[config.mk]
export PLATFORM = sky130hd
export DESIGN_NAME = tchd_rot
export DESIGN_NICKNAME = d
export VERILOG_FILES = /design/src/rtl/tchd_pkg.sv /design/src/rtl/tchd_rot.sv
export SDC_FILE = /design/constraint.sdc
export NUM_CORES = 2
export LEC_CHECK = 0
export ABC_AREA = 1
export BUFFER_PORTS_ARGS = -buffer_cell sky130_fd_sc_hd__buf_2
export CORE_MARGIN = 3
export CORE_UTILIZATION = 49
export DETAILED_ROUTE_END_ITERATION = 6
export GPL_TIMING_DRIVEN = 0
export HOLD_SLACK_MARGIN = 0.1
export PLACE_DENSITY_LB_ADDON = 0.05
export SETUP_SLACK_MARGIN = 0.2
export SLEW_MARGIN = 30
export SYNTH_ARGS = -nofsm -noshare
export SYNTH_HDL_FRONTEND = slang
export SYNTH_SLANG_ARGS = --single-unit
[constraint.sdc]
create_clock -name clk -period 11.6 [get_ports clk]
set_input_delay 3.48 -clock clk [delete_from_list [all_inputs] [get_ports clk]]
set_output_delay 3.48 -clock clk [all_outputs]
set_load 0.01 [all_outputs]
[src/rtl/tchd_pkg.sv]
// Shared types and constants for the tilt-compensated heading core.
// Holds the port word structs, the flag bundle and the arctangent table.
// No dependencies.
package tchd_pkg;

    // One sensor sample word.
    typedef struct packed {
        logic signed [14:0] pitch_centideg;
        logic signed [15:0] roll_centideg;
        logic signed [15:0] mag_x;
        logic signed [15:0] mag_y;
        logic signed [15:0] mag_z;
    } tchd_sample_t;

    // One heading result word.
    typedef struct packed {
        logic [15:0] heading_centideg;
        logic        valid_res;
    } tchd_heading_t;

    // Quadrant flags that travel beside the vectoring pipeline.
    typedef struct packed {
        logic vld;
        logic hx_pos;
        logic hx_zero;
        logic hy_pos;
        logic hy_neg;
    } tchd_flags_t;

    // CORDIC gain reciprocal 0.60725293500888 in Q30.
    localparam longint INV_GAIN_Q30 = 64'sd652032874;

    // Fraction bits of the arctangent table.
    localparam int TAB_FRAC = 24;

    // round(atan(2^-i) in centidegrees * 2^24).
    function automatic logic [39:0] tchd_atan(input int unsigned i);
        logic [39:0] v;
        case (i)
            0:       v = 40'd75497472000;
            1:       v = 40'd44568760165;
            2:       v = 40'd23548908849;
            3:       v = 40'd11953793829;
            4:       v = 40'd6000093430;
            5:       v = 40'd3002971690;
            6:       v = 40'd1501852269;
            7:       v = 40'd750971963;
            8:       v = 40'd375491711;
            9:       v = 40'd187746572;
            10:      v = 40'd93873375;
            11:      v = 40'd46936699;
            12:      v = 40'd23468351;
            13:      v = 40'd11734176;
            14:      v = 40'd5867088;
            15:      v = 40'd2933544;
            16:      v = 40'd1466772;
            17:      v = 40'd733386;
            18:      v = 40'd366693;
            19:      v = 40'd183346;
            20:      v = 40'd91673;
            21:      v = 40'd45837;
            22:      v = 40'd22918;
            23:      v = 40'd11459;
            default: v = 40'd0;
        endcase
        return v;
    endfunction

endpackage

[src/rtl/tchd_rot.sv]
// Pipelined rotation CORDIC that gives sine and cosine of an angle in centidegrees.
// Depends on tchd_pkg for the gain constant and the arctangent table.
// Registers: the input stage, the micro-rotation stages and the output stage.
module tchd_rot
    import tchd_pkg::*;
#(
    parameter int STAGES = 18,
    parameter int FRAC   = 16
)
(
    input  logic                  clk,
    input  logic                  rst_n,
    input  logic                  en,
    input  logic signed [15:0]    angle,
    output logic signed [FRAC+2:0] sin_q,
    output logic signed [FRAC+2:0] cos_q
);

    localparam int XW = FRAC + 3;
    localparam int ZW = FRAC + 16;
    localparam logic signed [XW-1:0] X_INIT = XW'(INV_GAIN_Q30 >>> (30 - FRAC));

    logic signed [16:0]   a_wide;
    logic signed [16:0]   a_wrap;
    logic signed [16:0]   a_fold;
    logic                 fold_next;
    logic signed [ZW-1:0] z_next;

    logic signed [XW-1:0] x_reg [0:STAGES];
    logic signed [XW-1:0] y_reg [0:STAGES];
    logic signed [ZW-1:0] z_reg [0:STAGES];
    logic                 flip_reg [0:STAGES];
    logic signed [XW-1:0] sin_reg;
    logic signed [XW-1:0] cos_reg;

    // Wrap the angle into (-18000, 18000], then fold it into the right half plane.
    always_comb
    begin
        a_wide = {angle[15], angle};
        if (a_wide <= -17'sd18000)
        begin
            a_wrap = a_wide + 17'sd36000;
        end
        else if (a_wide > 17'sd18000)
        begin
            a_wrap = a_wide - 17'sd36000;
        end
        else
        begin
            a_wrap = a_wide;
        end
        fold_next = 1'b0;
        a_fold    = a_wrap;
        if (a_wrap > 17'sd9000)
        begin
            a_fold    = a_wrap - 17'sd18000;
            fold_next = 1'b1;
        end
        else if (a_wrap < -17'sd9000)
        begin
            a_fold    = a_wrap + 17'sd18000;
            fold_next = 1'b1;
        end
        z_next = ZW'(a_fold) <<< FRAC;
    end

    // CORDIC micro-rotations, one per register stage.
    always_ff @(posedge clk)
    begin
        if (en)
        begin
            x_reg[0]    <= X_INIT;
            y_reg[0]    <= '0;
            z_reg[0]    <= z_next;
            flip_reg[0] <= fold_next;
            for (int i = 0; i < STAGES; i++)
            begin
                if (!z_reg[i][ZW-1])
                begin
                    x_reg[i+1] <= x_reg[i] - (y_reg[i] >>> i);
                    y_reg[i+1] <= y_reg[i] + (x_reg[i] >>> i);
                    z_reg[i+1] <= z_reg[i] - ZW'(tchd_atan(i) >> (TAB_FRAC - FRAC));
                end
                else
                begin
                    x_reg[i+1] <= x_reg[i] + (y_reg[i] >>> i);
                    y_reg[i+1] <= y_reg[i] - (x_reg[i] >>> i);
                    z_reg[i+1] <= z_reg[i] + ZW'(tchd_atan(i) >> (TAB_FRAC - FRAC));
                end
                flip_reg[i+1] <= flip_reg[i];
            end
            // Undo the half-plane fold by negating both outputs.
            sin_reg <= flip_reg[STAGES] ? -y_reg[STAGES] : y_reg[STAGES];
            cos_reg <= flip_reg[STAGES] ? -x_reg[STAGES] : x_reg[STAGES];
        end
    end

    assign sin_q = sin_reg;
    assign cos_q = cos_reg;

    // The first-stage angle always lies within a quarter turn.
    a_zrange: assert property (@(posedge clk) disable iff (!rst_n)
        (a_fold <= 17'sd9000) && (a_fold >= -17'sd9000))
        else $error("folded angle out of range");

    // A fold is taken exactly when the wrapped angle lies beyond a quarter turn.
    a_fold_rule: assert property (@(posedge clk) disable iff (!rst_n)
        fold_next == ((a_wrap > 17'sd9000) || (a_wrap < -17'sd9000)))
        else $error("fold flag mismatch");

    // A held stage keeps the rotated outputs.
    a_hold: assert property (@(posedge clk) disable iff (!rst_n)
        !en |=> $stable(sin_reg) && $stable(cos_reg))
        else $error("outputs moved while held");

endmodule

==> impl_metrics.csv <==
group,metric,value,unit
outcome,status,"finished, final reports clean",
layout,final_cell_count_no_fill,13400,
timing,finalClockSkew,0.0229,ns
synthesis,synth_edf_count,1177,
layout,fillers,17200,
clock_network,cts_resized,0,
clock_network,cts_setup_buffers,0,
timing,setup_violations,0,
grt,grt_use_total,22.6,%
synthesis,ys_warn_count,0,
placed_design,place_area,0.0970,mm²
drt,vias_per_cell,5.35,
timing,worstMarginPinSlew,0.887,ns
drt,dr.pass1.iters,6,
layout,mostFrequentLayoutCells,"nand2_1 (1804), edfxtp_1 (1177), inv_1 (1133)",
critical_path,critPathLaunchType,"input port",
placed_design,place_ws,2.29,ns
critical_path,critical_path_class,"in -> reg",
floorplanning,row_count,159,
synthesis,syn_inst,10500,
critical_path,required,12.11,ns
layout,area_growth,9.72,%
floorplanning,die-area,0.194,mm²
critical_path,critPathMaxStageDelay,0.70,ns
drt,routedWlPerCell,16.6,µm
clock_network,cts_hold_buf,0,
hold_path,worstHoldPathType,"reg -> reg",
critical_path,path_cells,"buf_6 -> buf_16 -> buf_2 -> buf_2 -> buf_12 -> nand2_2 -> inv_1 -> clkbuf_1 -> nor2_1 -> xor2_1 -> ha_1 -> a21oi_1 -> nand2_1 -> a21oi_1 -> o21ai_0 -> a21oi_1 -> o21ai_0 -> a21boi_0 -> o21ai_0 -> xor2_1",
critical_path,regToRegStartpoint,"z_reg[4][31]",
clock_network,clockBufferDepth,3,
timing,worst_slack,3.10,ns
placed_design,port_buffers,51,
layout,seqCellArea,0.0353,mm²
floorplanning,coreArea,0.188,mm²
grt,grt_max_degree,59,
synthesis,synthXorXnorAreaFrac,11.9,%
grt,grt_pass1_wl,358,mm
clock_network,clk_latency,0.79,ns
floorplanning,start_util,49.3,%
critical_path,critPathTopFamily,"buffers and inverters",
critical_path,path_buf_inv,7,
placed_design,hpwl,181,mm
grt,antenna_found_initial,1,
clock_network,cts_sinks,1177,
placed_design,gp_congestion,0.891,
synthesis,ys_types,61,
synthesis,synth_area,0.0927,mm²
layout,fin_area,0.102,mm²
layout,final_common_cell,"nand2_1",
drt,drc,0,
grt,overflow,0,
layout,largest_reg_flops,485,
timing,rsz0062_at_grt,"no",
clock_network,numCtsBuffers,143,
drt,routed_wl,222,mm
layout,drive_above_1_share,3.85,%
synthesis,synth_top_family_by_area,"adder cells",
critical_path,crit_arrival,9.01,ns
critical_path,cp_max_fo,58,
synthesis,async_flop_share,0,%
drt,vias,71400,
synthesis,synth_nets,11700,
clock_network,cts_htree_levels,4,
timing,drv_slew,0,
floorplanning,die_h,441,µm
hold_path,hp-start,"flip_reg[7]",
clock_network,cts_tree,"yes",
clock_network,root_buffer,"clkbuf_16",
grt,grt_pass1_vias,70300,
placed_design,dp.cells,13100,
synthesis,ys_ff_latch,1177,
flow_run,maxCapViolCount,0,
critical_path,end_kind,"register",
drt,drt_iter0_markers,3903,
timing,relSlewSlack,40.3,%
clock_network,clk_pin_slew_worst_paths,0.05,ns
timing,finalHoldViolations,0,
synthesis,synthAdderAreaFrac,16.1,%
floorplanning,io_pins,57,
synthesis,postSynthAreaPerCell,8.81,µm²
drt,ant_nets,0,
floorplanning,die_w,441,µm
synthesis,synthMuxAreaShare,0,%
synthesis,synth_top_flop_cell,"edfxtp_1",
critical_path,crit_path_top_delay_cell,"clkbuf_1",
layout,multi_input_area,0.0526,mm²
timing,fmax,118,MHz
synthesis,synth_compound_area_share,13.9,%
timing,post-route-min-period,8.50,ns
synthesis,synth_seq_area_share,38.1,%
synthesis,synth-simple-area-share,14.9,%
critical_path,cp-startpoint,"en",
layout,fin_nets,11900,
layout,n_antenna_cell,0,
timing,period_share,73.3,%
[per-layer routing]
layer | vias up | GRT usage, % | wire, µm
li1 | 37100 | - | -
met1 | 32900 | 29.2 | 101000
met2 | 1136 | 40.0 | 109000
met3 | 303 | 2.67 | 7410
met4 | 0 | 5.97 | 5320
met5 | - | 0 | 0
[stage by stage]
stage / hold WS, ns / TNS [ns] / util (%)
6_report: 0.418 / 0 / 54.1
5_1_grt: 0.423 / 0 / 54.1
4_1_cts: 0.419 / 0 / 54.1
3_5_place_dp: 0.407 / 0 / 51.6
3_3_place_gp: 0.401 / -9.14 / 51.1
2_1_floorplan: 0.400 / 0 / -
[kinds of logic (layout without fill, tap and decap cells)]
| family | Yosys count | in the layout |
|---|---|---|
| other | 1 | 1 |
| adders and majority gates | 1160 | 1160 |
| AOI/OAI and AO/OA | 2327 | 2327 |
| DFF | 1177 | 1177 |
| buffers and inverters | 1233 | 1583 |
| and+or+nand+nor | 3360 | 3360 |
| xor gates and xnor gates | 1259 | 1259 |
[path summary, 6_finish.rpt]
kind	end	slack (ns)	depth (start not counted)
worst max register to register	y_reg[8][32]	6.74	13
worst min-delay path	flip_reg[8]	0.42	0
worst max-delay path	y_reg[8][13]	3.10	20
worst min register to register	flip_reg[8]	0.42	0
[cell type report]
cell class                 instances  area share (%)
multi-input combinational       8107            51.8
sequential                      1177            34.8
inverter                        1152            4.26
clock buffer                     177            3.71
tap                             2495            3.07
timing repair buffer              86            1.05
clock inverter                    87           0.940
buffer                            81           0.458
[synth_stat cells (all sizes together), types with 44 or more instances]
cell type  number  share of area [%]
a21oi        1131                6.1
edfxtp       1177                 38
nor2          862                3.5
ha           1111                 15
a21boi         69               0.56
fa             49                1.1
o21a           44               0.36
o21ai         715                3.9
nand3         355                2.0
xor2          901                8.5
xnor2         358                3.4
nor3          161               0.87
o211ai         52               0.42
clkbuf         61               0.25
inv          1141                4.6
a21o           52               0.42
nand2        1823                7.5
a31oi          90               0.61
nand4          86               0.58
Power is not shown: default switching activity piles up to over one toggle a cycle in this logic, so the estimate is an artifact.
